### src/hw/rtl/pwp_pkg.sv
`default_nettype none
// ----------------------------------------------------------------------------
// pwp_pkg
// Shared types and constants for the protobuf wire parser.
// ----------------------------------------------------------------------------
package pwp_pkg;

	localparam int LEN_BITS = 32;

	localparam logic [1:0] KIND_SCALAR  = 2'd0;
	localparam logic [1:0] KIND_PAYLOAD = 2'd1;
	localparam logic [1:0] KIND_EMPTY   = 2'd2;
	localparam logic [1:0] KIND_ERROR   = 2'd3;

	localparam logic [2:0] WT_VARINT  = 3'd0;
	localparam logic [2:0] WT_FIX64   = 3'd1;
	localparam logic [2:0] WT_LENGTH  = 3'd2;
	localparam logic [2:0] WT_FIX32   = 3'd5;

	localparam logic [3:0] VARINT_MAX_IDX = 4'd10;
	localparam logic [3:0] FIX64_BYTES    = 4'd8;
	localparam logic [3:0] FIX32_BYTES    = 4'd4;

	typedef enum logic [5:0] {
		PH_TAG     = 6'b000001,
		PH_VARINT  = 6'b000010,
		PH_FIX64   = 6'b000100,
		PH_LENGTH  = 6'b001000,
		PH_PAYLOAD = 6'b010000,
		PH_FIX32   = 6'b100000
	} phase_t;

	typedef struct packed {
		logic [1:0]  kind;
		logic [28:0] field_number;
		logic [2:0]  wire_type;
		logic [63:0] value;
		logic [7:0]  payload_byte;
		logic        last;
	} result_t;

endpackage
`default_nettype wire

### src/hw/rtl/protobuf_wire_parser_unit.sv
`default_nettype none
// ----------------------------------------------------------------------------
// protobuf_wire_parser_unit
// Protocol buffers wire format decoder, one message byte per word.
// ----------------------------------------------------------------------------
// Takes one byte per cycle while byte_stall is low, into the input register.
// The decode logic sits between the input register and the result register,
// which takes the result as the byte leaves the input register. A byte gives
// at most one result: a scalar field, one payload byte, an empty payload mark
// or an error. The input stalls only while a finished result waits in the
// result register and a byte sits in the input register.
module protobuf_wire_parser_unit
	import pwp_pkg::*;
(
	input  wire logic        clk,
	input  wire logic        arst_n,
	input  wire logic        byte_valid,
	output logic             byte_stall,
	input  wire logic [7:0]  data_byte,
	input  wire logic        end_of_message,
	output logic             result_valid,
	input  wire logic        result_stall,
	output logic [1:0]       kind,
	output logic [28:0]      field_number,
	output logic [2:0]       wire_type,
	output logic [63:0]      value,
	output logic [7:0]       payload_byte,
	output logic             last
);

	logic       valid_s1;
	logic [7:0] data_byte_s1;
	logic       eom_s1;
	logic       out_free;
	logic       advance;
	logic       res_valid;
	result_t    res;
	result_t    result_q;

	assign advance = valid_s1 && out_free;

	pwp_in_stage u_in (
		.clk           (clk),
		.arst_n        (arst_n),
		.byte_valid    (byte_valid),
		.byte_stall    (byte_stall),
		.data_byte     (data_byte),
		.end_of_message(end_of_message),
		.advance       (advance),
		.out_free      (out_free),
		.valid_s1      (valid_s1),
		.data_byte_s1  (data_byte_s1),
		.eom_s1        (eom_s1)
	);

	pwp_decode u_dec (
		.clk         (clk),
		.arst_n      (arst_n),
		.step        (advance),
		.data_byte_s1(data_byte_s1),
		.eom_s1      (eom_s1),
		.res_valid   (res_valid),
		.res         (res)
	);

	pwp_out_reg u_out (
		.clk         (clk),
		.arst_n      (arst_n),
		.advance     (advance),
		.res_valid   (res_valid),
		.res         (res),
		.result_stall(result_stall),
		.out_free    (out_free),
		.result_valid(result_valid),
		.result_q    (result_q)
	);

	assign kind         = result_q.kind;
	assign field_number = result_q.field_number;
	assign wire_type    = result_q.wire_type;
	assign value        = result_q.value;
	assign payload_byte = result_q.payload_byte;
	assign last         = result_q.last;

endmodule
`default_nettype wire

### src/hw/rtl/pwp_in_stage.sv
`default_nettype none
// ----------------------------------------------------------------------------
// pwp_in_stage
// Input register for one message byte and its end-of-message flag.
// ----------------------------------------------------------------------------
module pwp_in_stage (
	input  wire logic       clk,
	input  wire logic       arst_n,
	input  wire logic       byte_valid,
	output logic            byte_stall,
	input  wire logic [7:0] data_byte,
	input  wire logic       end_of_message,
	input  wire logic       advance,
	input  wire logic       out_free,
	output logic            valid_s1,
	output logic [7:0]      data_byte_s1,
	output logic            eom_s1
);

	logic load;

	assign byte_stall = valid_s1 && !out_free;
	assign load       = byte_valid && !byte_stall;

	always_ff @(posedge clk or negedge arst_n) begin
		if (!arst_n) begin
			valid_s1 <= 1'b0;
		end else if (load) begin
			valid_s1 <= 1'b1;
		end else if (advance) begin
			valid_s1 <= 1'b0;
		end
	end

	always_ff @(posedge clk) begin
		if (load) begin
			data_byte_s1 <= data_byte;
			eom_s1       <= end_of_message;
		end
	end

endmodule
`default_nettype wire

### src/hw/rtl/pwp_decode.sv
`default_nettype none
// ----------------------------------------------------------------------------
// pwp_decode
// Wire format state and per-byte decode of tags, varints, fixed values
// and length-delimited payloads.
// ----------------------------------------------------------------------------
module pwp_decode
	import pwp_pkg::*;
(
	input  wire logic       clk,
	input  wire logic       arst_n,
	input  wire logic       step,
	input  wire logic [7:0] data_byte_s1,
	input  wire logic       eom_s1,
	output logic            res_valid,
	output result_t         res
);

	phase_t              phase_q, phase_n;
	logic [63:0]         acc_q, acc_n;
	logic [3:0]          idx_q, idx_n;
	logic [28:0]         hfn_q, hfn_n;
	logic [2:0]          hwt_q, hwt_n;
	logic [LEN_BITS-1:0] rem_q, rem_n;
	logic                skip_q, skip_n;

	logic [6:0]          sh7;
	logic [63:0]         vterm, acc_v, acc_f;
	logic [3:0]          idx_inc, idx_f, total;
	logic                vdone;
	logic [LEN_BITS-1:0] rem_dec;

	always_comb begin
		sh7     = 7'({idx_q, 3'b000}) - 7'(idx_q);
		vterm   = (idx_q < VARINT_MAX_IDX) ? (64'(data_byte_s1[6:0]) << sh7) : '0;
		acc_v   = acc_q | vterm;
		acc_f   = acc_q | (64'(data_byte_s1) << {idx_q[2:0], 3'b000});
		vdone   = !data_byte_s1[7];
		idx_inc = (idx_q < VARINT_MAX_IDX) ? idx_q + 4'd1 : idx_q;
		idx_f   = idx_q + 4'd1;
		total   = (phase_q == PH_FIX64) ? FIX64_BYTES : FIX32_BYTES;
		rem_dec = rem_q - LEN_BITS'(1);

		phase_n   = phase_q;
		acc_n     = acc_q;
		idx_n     = idx_q;
		hfn_n     = hfn_q;
		hwt_n     = hwt_q;
		rem_n     = rem_q;
		skip_n    = skip_q;
		res_valid = 1'b0;
		res       = '0;

		if (!skip_q) begin
			unique case (phase_q)
				PH_TAG: begin
					if (vdone) begin
						hfn_n = acc_v[31:3];
						hwt_n = acc_v[2:0];
						acc_n = '0;
						idx_n = '0;
						unique case (acc_v[2:0])
							WT_VARINT: phase_n = PH_VARINT;
							WT_FIX64:  phase_n = PH_FIX64;
							WT_LENGTH: phase_n = PH_LENGTH;
							WT_FIX32:  phase_n = PH_FIX32;
							default:   phase_n = PH_TAG;
						endcase
					end else begin
						acc_n = acc_v;
						idx_n = idx_inc;
					end
				end
				PH_VARINT: begin
					if (vdone) begin
						res_valid        = 1'b1;
						res.kind         = KIND_SCALAR;
						res.field_number = hfn_q;
						res.wire_type    = hwt_q;
						res.value        = acc_v;
						phase_n          = PH_TAG;
						acc_n            = '0;
						idx_n            = '0;
					end else begin
						acc_n = acc_v;
						idx_n = idx_inc;
					end
				end
				PH_FIX64, PH_FIX32: begin
					if (idx_f >= total) begin
						res_valid        = 1'b1;
						res.kind         = KIND_SCALAR;
						res.field_number = hfn_q;
						res.wire_type    = hwt_q;
						res.value        = acc_f;
						phase_n          = PH_TAG;
						acc_n            = '0;
						idx_n            = '0;
					end else begin
						acc_n = acc_f;
						idx_n = idx_f;
					end
				end
				PH_LENGTH: begin
					if (vdone) begin
						acc_n = '0;
						idx_n = '0;
						if ((acc_v >> LEN_BITS) != 64'd0) begin
							res_valid        = 1'b1;
							res.kind         = KIND_ERROR;
							res.field_number = hfn_q;
							res.wire_type    = hwt_q;
							skip_n           = 1'b1;
							phase_n          = PH_TAG;
						end else if (acc_v == 64'd0) begin
							res_valid        = 1'b1;
							res.kind         = KIND_EMPTY;
							res.field_number = hfn_q;
							res.wire_type    = hwt_q;
							phase_n          = PH_TAG;
						end else begin
							rem_n   = acc_v[LEN_BITS-1:0];
							phase_n = PH_PAYLOAD;
						end
					end else begin
						acc_n = acc_v;
						idx_n = idx_inc;
					end
				end
				PH_PAYLOAD: begin
					res_valid        = 1'b1;
					res.kind         = KIND_PAYLOAD;
					res.field_number = hfn_q;
					res.wire_type    = hwt_q;
					res.payload_byte = data_byte_s1;
					res.last         = (rem_dec == '0);
					rem_n            = rem_dec;
					if (rem_dec == '0) begin
						phase_n = PH_TAG;
					end
				end
				default: begin
					phase_n = PH_TAG;
					acc_n   = '0;
					idx_n   = '0;
				end
			endcase
		end

		if (eom_s1) begin
			if (!skip_n && (phase_n != PH_TAG || idx_n != 4'd0)) begin
				res_valid        = 1'b1;
				res              = '0;
				res.kind         = KIND_ERROR;
				res.field_number = (phase_n == PH_TAG) ? 29'd0 : hfn_n;
				res.wire_type    = (phase_n == PH_TAG) ? 3'd0 : hwt_n;
			end
			phase_n = PH_TAG;
			acc_n   = '0;
			idx_n   = '0;
			hfn_n   = '0;
			hwt_n   = '0;
			rem_n   = '0;
			skip_n  = 1'b0;
		end
	end

	always_ff @(posedge clk or negedge arst_n) begin
		if (!arst_n) begin
			phase_q <= PH_TAG;
			acc_q   <= '0;
			idx_q   <= '0;
			hfn_q   <= '0;
			hwt_q   <= '0;
			rem_q   <= '0;
			skip_q  <= 1'b0;
		end else if (step) begin
			phase_q <= phase_n;
			acc_q   <= acc_n;
			idx_q   <= idx_n;
			hfn_q   <= hfn_n;
			hwt_q   <= hwt_n;
			rem_q   <= rem_n;
			skip_q  <= skip_n;
		end
	end

endmodule
`default_nettype wire

### src/hw/rtl/pwp_out_reg.sv
`default_nettype none
// ----------------------------------------------------------------------------
// pwp_out_reg
// Result register that holds a decoded word until it is taken.
// ----------------------------------------------------------------------------
module pwp_out_reg
	import pwp_pkg::*;
(
	input  wire logic    clk,
	input  wire logic    arst_n,
	input  wire logic    advance,
	input  wire logic    res_valid,
	input  wire result_t res,
	input  wire logic    result_stall,
	output logic         out_free,
	output logic         result_valid,
	output result_t      result_q
);

	assign out_free = !result_valid || !result_stall;

	always_ff @(posedge clk or negedge arst_n) begin
		if (!arst_n) begin
			result_valid <= 1'b0;
		end else if (out_free) begin
			result_valid <= advance && res_valid;
		end
	end

	always_ff @(posedge clk) begin
		if (out_free && advance && res_valid) begin
			result_q <= res;
		end
	end

endmodule
`default_nettype wire
### config.mk
export PLATFORM = sky130hd
export DESIGN_NAME = protobuf_wire_parser_unit
export DESIGN_NICKNAME = d
export VERILOG_FILES = /design/src/hw/rtl/pwp_pkg.sv /design/src/hw/rtl/protobuf_wire_parser_unit.sv /design/src/hw/rtl/pwp_in_stage.sv /design/src/hw/rtl/pwp_decode.sv /design/src/hw/rtl/pwp_out_reg.sv
export SDC_FILE = /design/constraint.sdc
export NUM_CORES = 1
export LEC_CHECK = 0
export ABC_AREA = 1
export BUFFER_PORTS_ARGS = -buffer_cell sky130_fd_sc_hd__buf_2
export CAP_MARGIN = 20
export CORE_MARGIN = 1
export CORE_UTILIZATION = 37
export CTS_CLUSTER_SIZE = 12
export DETAILED_ROUTE_END_ITERATION = 10
export PLACE_DENSITY = 0.56
export SETUP_SLACK_MARGIN = 0.2
export SLEW_MARGIN = 20
export SYNTH_ARGS = -nofsm -noshare
export SYNTH_HDL_FRONTEND = slang
export SYNTH_HIERARCHICAL = 1
export SYNTH_SLANG_ARGS = --single-unit
### constraint.sdc
create_clock -name clk -period 7.3 [get_ports clk]
set_input_delay 0.365 -clock clk [delete_from_list [all_inputs] [get_ports clk]]
set_output_delay 0.365 -clock clk [all_outputs]
set_load 0.01 [all_outputs]
Yosys cells after proc, flatten, opt, wreduce, memory -nomap -nowiden
Index checks and enable logic that the tools add are counted.
{"block": "word_totals", "reg_bits": 257, "out_inout_bits": 109, "elab_cells": 134}
{"block": "op_classes", "addsub": 3, "magnitude_cmp": 2, "n_eq_ne": 16, "shifts": 2, "n_mux": 67, "bitwise": 2, "reduce_logical": 25}
{"cell": "107-bit two-way mux", "n": 3}
{"cell": "64-bit two-way mux", "n": 5}
{"cell": "96-bit two-way mux", "n": 2}
{"cell": "64-bit one-hot mux with 3 select lines", "n": 1}
{"cell": "32-bit two-way mux", "n": 5}
{"cell": "29-bit two-way mux", "n": 5}
{"cell": "34-bit one-hot mux with 4 select lines", "n": 1}
{"cell": "64-bit OR", "n": 2}
{"cell": "64-bit one-hot mux with 2 select lines", "n": 1}
{"cell": "34-bit two-way mux", "n": 3}
{"cell": "64-bit zero test", "n": 1}
{"cell": "32-bit one-hot mux with 2 select lines", "n": 1}
{"cell": "64-bit nonzero test", "n": 1}
{"cell": "7-bit by 7-bit left shift with 64-bit output", "n": 1}
{"cell": "8-bit by 6-bit left shift with 64-bit output", "n": 1}
{"cell": "6-bit two-way mux", "n": 8}
{"cell": "32-bit zero test", "n": 1}
{"cell": "32-bit by 1-bit subtractor with 32-bit output (second input constant)", "n": 1}
{"cell": "6-bit one-hot mux with 5 select lines", "n": 1}
{"cell": "4-bit two-way mux", "n": 6}
{"cell": "6-bit one-hot mux with 4 select lines", "n": 1}
{"cell": "1-bit two-way mux", "n": 15}
{"cell": "3-bit two-way mux", "n": 5}
{"cell": "6-bit by 1-bit equality test with 1-bit output (second input constant)", "n": 2}
{"cell": "other kinds (30)", "n": 44}

Logic depth before layout (Yosys ltp)
{"block": "logic_depth", "depth_word": 16, "mapped_depth": 29}

Modules after synthesis
The synthesis kept the hierarchy.
{"module": "pwp_decode", "instances": 1, "cells_each": 1804, "area_per_inst_um2": 11538.6, "seq_area_each_um2": 3479.6}
{"module": "pwp_out_reg", "instances": 1, "cells_each": 113, "area_per_inst_um2": 3261.9, "seq_area_each_um2": 3238.1}
{"module": "pwp_in_stage", "instances": 1, "cells_each": 18, "area_per_inst_um2": 332.8, "seq_area_each_um2": 295.3}
{"module": "protobuf_wire_parser_unit", "instances": 1, "cells_each": 2, "area_per_inst_um2": 7.5, "seq_area_each_um2": 0.0}

Least setup slack after synthesis
OpenSTA, ideal clock, no wires.
{"block": "synth_timing", "path_kind": "reg-to-reg", "from": "register u_dec.idx_q[0]", "to": "register u_out/result_q[0] (netlist name)", "arrival_ns": 6.087, "required_time_ns": 6.812, "slack_ns": 0.725, "path_stages_with_launch": 27, "synth_period_minus_slack_ns": 6.575, "cell_sequence": "dfrtp_1 > inv_1 > buf_2 > buf_1 > ha_1 > buf_2 > inv_1 > buf_2 > nand3_1 > nand3_1 > nand2_1 > nand3_1 > nand2_1 > nand2_1 > nand2_1 > nor2_1 > nand2_1 > nor2_1 > nand2_1 > nor2_1 > nor3_1 > nor3_4 > nand2_4 > buf_4 > nand2_1 > nand2_1 > nor2_2"}
{"block": "synth_between", "elab_chain_len": 16, "word_cells_on_any_way": 44, "classes_between": "add/sub (2); order compare (2); eq/ne (4); shift (1); mux (26); bitwise (1); reduce/logical (8)"}
{"item": "from (decl)", "line": "pwp_decode.sv:21", "source": "logic [3:0] idx_q, idx_n;"}
{"item": "from (signal assigned)", "line": "pwp_decode.sv:180", "source": "idx_q <= idx_n;"}
{"item": "7-bit by 4-bit subtractor with 7-bit output", "line": "pwp_decode.sv:34", "source": "sh7 = 7'({idx_q, 3'b000}) - 7'(idx_q);"}
{"item": "7-bit by 7-bit left shift with 64-bit output", "line": "pwp_decode.sv:35", "source": "vterm = (idx_q < VARINT_MAX_IDX) ? (64'(data_byte_s1[6:0]) << sh7) : '0;"}
{"item": "64-bit two-way mux", "line": "pwp_decode.sv:35"}
{"item": "64-bit OR", "line": "pwp_decode.sv:36", "source": "acc_v = acc_q | vterm;"}
{"item": "64-bit zero test", "line": "pwp_decode.sv:115", "source": "end else if (acc_v == 64'd0) begin"}
{"item": "5-bit two-way mux", "line": "pwp_decode.sv:115"}
{"item": "6-bit two-way mux", "line": "pwp_decode.sv:108", "source": "if ((acc_v >> LEN_BITS) != 64'd0) begin"}
{"item": "6-bit two-way mux", "line": "pwp_decode.sv:105", "source": "if (vdone) begin"}
{"item": "6-bit one-hot mux with 5 select lines", "line": "pwp_decode.sv:55", "source": "unique case (phase_q)"}
{"item": "6-bit two-way mux", "line": "pwp_decode.sv:54", "source": "if (!skip_q) begin"}
{"item": "6-bit by 1-bit inequality test with 1-bit output", "line": "pwp_decode.sv:151", "source": "if (!skip_n && (phase_n != PH_TAG || idx_n != 4'd0)) begin"}
{"item": "1-bit logical OR", "line": "pwp_decode.sv:151"}
{"item": "1-bit logical AND", "line": "pwp_decode.sv:151"}
{"item": "1-bit two-way mux", "line": "pwp_decode.sv:151"}
{"item": "1-bit two-way mux (*)", "line": "pwp_decode.sv:150", "source": "if (eom_s1) begin"}
{"item": "via res_valid", "line": "protobuf_wire_parser_unit.sv:36", "source": "logic res_valid;"}
{"item": "1-bit logical AND (*)", "line": "pwp_out_reg.sv:31", "source": "if (out_free && advance && res_valid) begin"}
Mark *: on every way through the listed nets, which the timed path passes. The rest lies on a longest branch.
A chain may end at the register's enable or synchronous reset.

Worst setup path in the final report
{"block": "layout_timing", "from": "register u_dec.idx_q[1]", "to": "register u_out/result_q[22] (netlist name)"}
{"block": "layout_between", "elab_chain_len": 16, "word_cells_on_any_way": 44, "classes_between": "add/sub (2); order compare (2); eq/ne (4); shift (1); mux (26); bitwise (1); reduce/logical (8)"}
{"item": "7-bit by 4-bit subtractor with 7-bit output", "line": "pwp_decode.sv:34"}
{"item": "7-bit by 7-bit left shift with 64-bit output", "line": "pwp_decode.sv:35"}
{"item": "64-bit two-way mux", "line": "pwp_decode.sv:35"}
{"item": "64-bit OR", "line": "pwp_decode.sv:36"}
{"item": "64-bit zero test", "line": "pwp_decode.sv:115"}
{"item": "5-bit two-way mux", "line": "pwp_decode.sv:115"}
{"item": "6-bit two-way mux", "line": "pwp_decode.sv:108"}
{"item": "6-bit two-way mux", "line": "pwp_decode.sv:105"}
{"item": "6-bit one-hot mux with 5 select lines", "line": "pwp_decode.sv:55"}
{"item": "6-bit two-way mux", "line": "pwp_decode.sv:54"}
{"item": "6-bit by 1-bit inequality test with 1-bit output", "line": "pwp_decode.sv:151"}
{"item": "1-bit logical OR", "line": "pwp_decode.sv:151"}
{"item": "1-bit logical AND", "line": "pwp_decode.sv:151"}
{"item": "1-bit two-way mux", "line": "pwp_decode.sv:151"}
{"item": "1-bit two-way mux (*)", "line": "pwp_decode.sv:150"}
{"item": "via res_valid", "line": "protobuf_wire_parser_unit.sv:36"}
{"item": "1-bit logical AND (*)", "line": "pwp_out_reg.sv:31"}
Marks and branches as above.

==> impl_metrics.ini <==
[run_status]
status = finished clean

[logic_synthesis]
synth_warnings = 6
seq_area_frac_synth_pct = 46.3
synth_cells = 1937
synth_seq_cells = 257
synth_area_mm2 = 0.0151
synth_fp_nets = 1957
synthFlopType = dfrtp_1
synthDistinctLibCells = 42
synth-edff-count = 116
synthArstFlopShare_pct = 54.9
synth_area_per_cell_um2 = 7.82

[critical_path]
crit_slowest_cell = dfrtp_1
setup.worst_path.start = u_dec/idx_q[1]$_DFFE_PN0P_
reg2regPathDepth = 22
crit_cells = 22
critPathMaxStageDelay_ns = 0.87
cp_common_cell = nand2_1
crit_type = reg2reg
endpoint_kind = flip-flop
arrival_ns = 6.14
r2r_start = u_dec/idx_q[1]$_DFFE_PN0P_
cp-start-kind = flip-flop
crit_path_cell_trace = inv_1 > ha_1 > inv_1 > nand3_1 > nand3_1 > nand3_1 > nand3_1 > o21ai_0 > nor2_1 > nand2_1 > nor2_1 > nand2_1 > nor2_1 > nand3_2 > nand2_1 > a21boi_2 > nand3_2 > nand2_4 > nand2_1 > nand2_1 > nor2_4 > buf_12
critPathMaxFanout = 68
crit_buf_inv = 3
critical_path.top_delay_family = simple AND/OR/NAND/NOR gates
cp-endpoint = u_out/result_q[22]$_DFFE_PP_
r2r_setup_slack_ns = 1.35
crit_required_ns = 7.49
r2r-end = u_out/result_q[22]$_DFFE_PP_

[global_route]
top_usage_layer = met2
met3_usage_pct = 4.93
grt_pass1_wl_um = 83400
grt_usage_pct = 26.5
antenna_found_initial = 0
grt_pass1_vias = 13600
grt-ovfl-total = 0
grtUsageMet1_pct = 36.9
grt_use_met2_pct = 41.3
grt_max_degree = 75

[placement]
dpl_cell_area_mm2 = 0.0163
dp_hpwl_um = 36900
gp_congestion = 0.944
io_buffer_count = 121

[floorplanning]
die_y_um = 204
core_mm2 = 0.0400
ios = 122
rows = 73
start_util_pct = 37.8
die_w_um = 204
die_area_mm2 = 0.0417

[sta]
period_minus_slack_ns = 5.95
grt_setup_unrepaired = no
fmax_mhz = 168
period_share_pct = 81.5
setup_tns_ns = 0
setup_viol = 0
final-hold-violation-count = 0
slew_viol_final = 0
max_slew_margin_pct = 34.0
max_slew.worst_pin.slew_ns = 0.990
skew_ns = 0.0270

[clock_network]
cts.repair.resized = 0
postCtsHoldBufs = 8
numCtsBuffers = 34
clkTransAtPathRegs_ns = 0.06
root_buffer = clkbuf_16
clock_path_buffers = 3
cts_num_sinks = 257
clkLatencyLatePin_ns = 0.55
cts_setup_buffers = 0
htree_num_levels = 2
cts_tree = built

[pwr]
power_frac_clock_pct = 20.0
p_leak_nw = 7.67
cellPowerDensity_mw_per_mm2 = 473
p_sw_w = 0.00400
peakVddDrop_mv = 0.322
power.internal_w = 0.00424
seq_power_share_pct = 27.3
comb_power_share_pct = 52.6
switching_share_pct = 48.6

[finish]
final_layout_size_suffix_gt1_share_pct = 12.5
fin_area_mm2 = 0.0174
n_fill_cell = 4096
syn2layout_area_growth_pct = 15.1
antennaDiodeCount = 0
multi_input_area_mm2 = 0.00680
regArea_mm2 = 0.00701
nets = 2048

[detailed_routing]
drc = 0
dr.pass1.iters = 6
via_per_inst = 5.60
finalWirelength_um = 55200
routedWlPerCell_um = 21.4
ant_nets = 0
vias = 14400
first_iter_violations = 1604

[flow_run]
maxCapViolCount = 0

[min_path]
hp-class = in2reg
worstHoldPathCells = 1
cell type report:
cell class | count | area share, %
flip-flops and latches | 257 | 40.3
multi-input cells | 1339 | 39.0
repair buffers | 173 | 5.98
clock buffers | 45 | 5.30
inverters | 223 | 4.80
well taps | 525 | 3.77
clock inverters | 15 | 0.876
cells by family (layout without fill, tap and decap cells):
logic type                 after synthesis  in the layout  share of synthesized area, %
DFF                                    257            257                          46.3
buffers and inverters                  341            456                          9.07
xor gates and xnor gates                25             25                          1.45
adders and majority gates                7              7                         0.578
muxes                                    1              1                        0.0661
AOI/OAI and AO/OA                      456            456                          18.6
and+or+nand+nor                        850            850                          23.9
per-layer routing:
| metal | vias up | wire length [um] |
|---|---|---|
| li1 | 6780 | - |
| met4 | 0 | 1700 |
| met2 | 524 | 25500 |
| met5 | - | 0 |
| met1 | 7030 | 24100 |
| met3 | 95 | 3830 |
power groups by stage:
stage	Combinational [W]	Sequential (W)	Clock (W)
5_1_grt	0.00475	0.00230	0.00174
6_report	0.00434	0.00225	0.00165
2_1_floorplan	0.00275	0.00239	0
3_3_place_gp	0.00427	0.00228	0
4_1_cts	0.00430	0.00226	0.00169
3_5_place_dp	0.00427	0.00228	0
placed cells by master (no fill, tap or decap), types with 111 or more instances in the layout:
cell type  count
nand3_1      111
buf_2        120
a22oi_1      124
dfrtp_1      139
nor2_1       264
nand2_1      383
inv_1        214
o22ai_1      120
edfxtp_1     116
o21ai_0      154
sequential cells by signal, indices dropped and copies added, names as in the netlist:
register	flops
u_out/result_q	107
u_dec/acc_q	64
u_dec/rem_q	32
u_dec/hfn_q	29
u_in/data_byte_s1	8
u_dec/phase_q	6
u_dec/idx_q	4
u_dec/hwt_q	3
u_dec/skip_q	1
u_in/eom_s1	1
u_in/valid_s1	1
u_out/result_valid	1
stage by stage:
| stage | util, % | power, W | cells | setup WS (ns) | hold slack (ns) |
|---|---|---|---|---|---|
| after floorplan | - | 0.00513 | 1937 | 0.725 | 0.0694 |
| after global placement | 40.6 | 0.00655 | 2508 | 1.60 | 0.486 |
| after detailed placement | 40.6 | 0.00655 | 2508 | 1.49 | 0.479 |
| after CTS | 43.5 | 0.00824 | 2576 | 1.47 | 0.00683 |
| after global routing | 43.6 | 0.00879 | 2577 | 0.985 | 0.00331 |
| final | 43.6 | 0.00824 | 2577 | 1.35 | 0.0126 |
worst min-delay path by stage:
stage	from	end	slack, ns
6_report	data_byte[4]	u_in/data_byte_s1[4]$_DFFE_PP_	0.01
3_3_place_gp	arst_n	u_dec/hfn_q[22]$_DFFE_PN0P_	0.49
2_1_floorplan	arst_n	u_dec/acc_q[0]$_DFFE_PN0P_	0.07
3_5_place_dp	arst_n	u_dec/hfn_q[23]$_DFFE_PN0P_	0.48
4_1_cts	data_byte[4]	u_in/data_byte_s1[4]$_DFFE_PP_	0.007
5_1_grt	data_byte[4]	u_in/data_byte_s1[4]$_DFFE_PP_	0.003
synthesized netlist by cell type (6+ instances only):
cell | number | area, um2
a21oi_1 | 21 | 105
a21oi_2 | 6 | 52.6
a22oi_1 | 124 | 931
buf_1 | 9 | 33.8
buf_2 | 24 | 120
buf_4 | 9 | 67.6
clkbuf_1 | 72 | 270
dfrtp_1 | 140 | 3500
edfxtp_1 | 116 | 3480
ha_1 | 7 | 87.6
inv_1 | 214 | 803
inv_2 | 7 | 26.3
nand2_1 | 384 | 1440
nand2_2 | 10 | 62.6
nand3_1 | 111 | 556
nand3b_1 | 30 | 225
nand4_1 | 22 | 138
nor2_1 | 268 | 1010
nor3_1 | 11 | 55.1
o21ai_0 | 154 | 771
o21ai_1 | 14 | 70.1
o22ai_1 | 120 | 751
o31ai_1 | 8 | 60.1
xor2_1 | 23 | 201
Note: power is estimated with default switching activity, not from simulation.
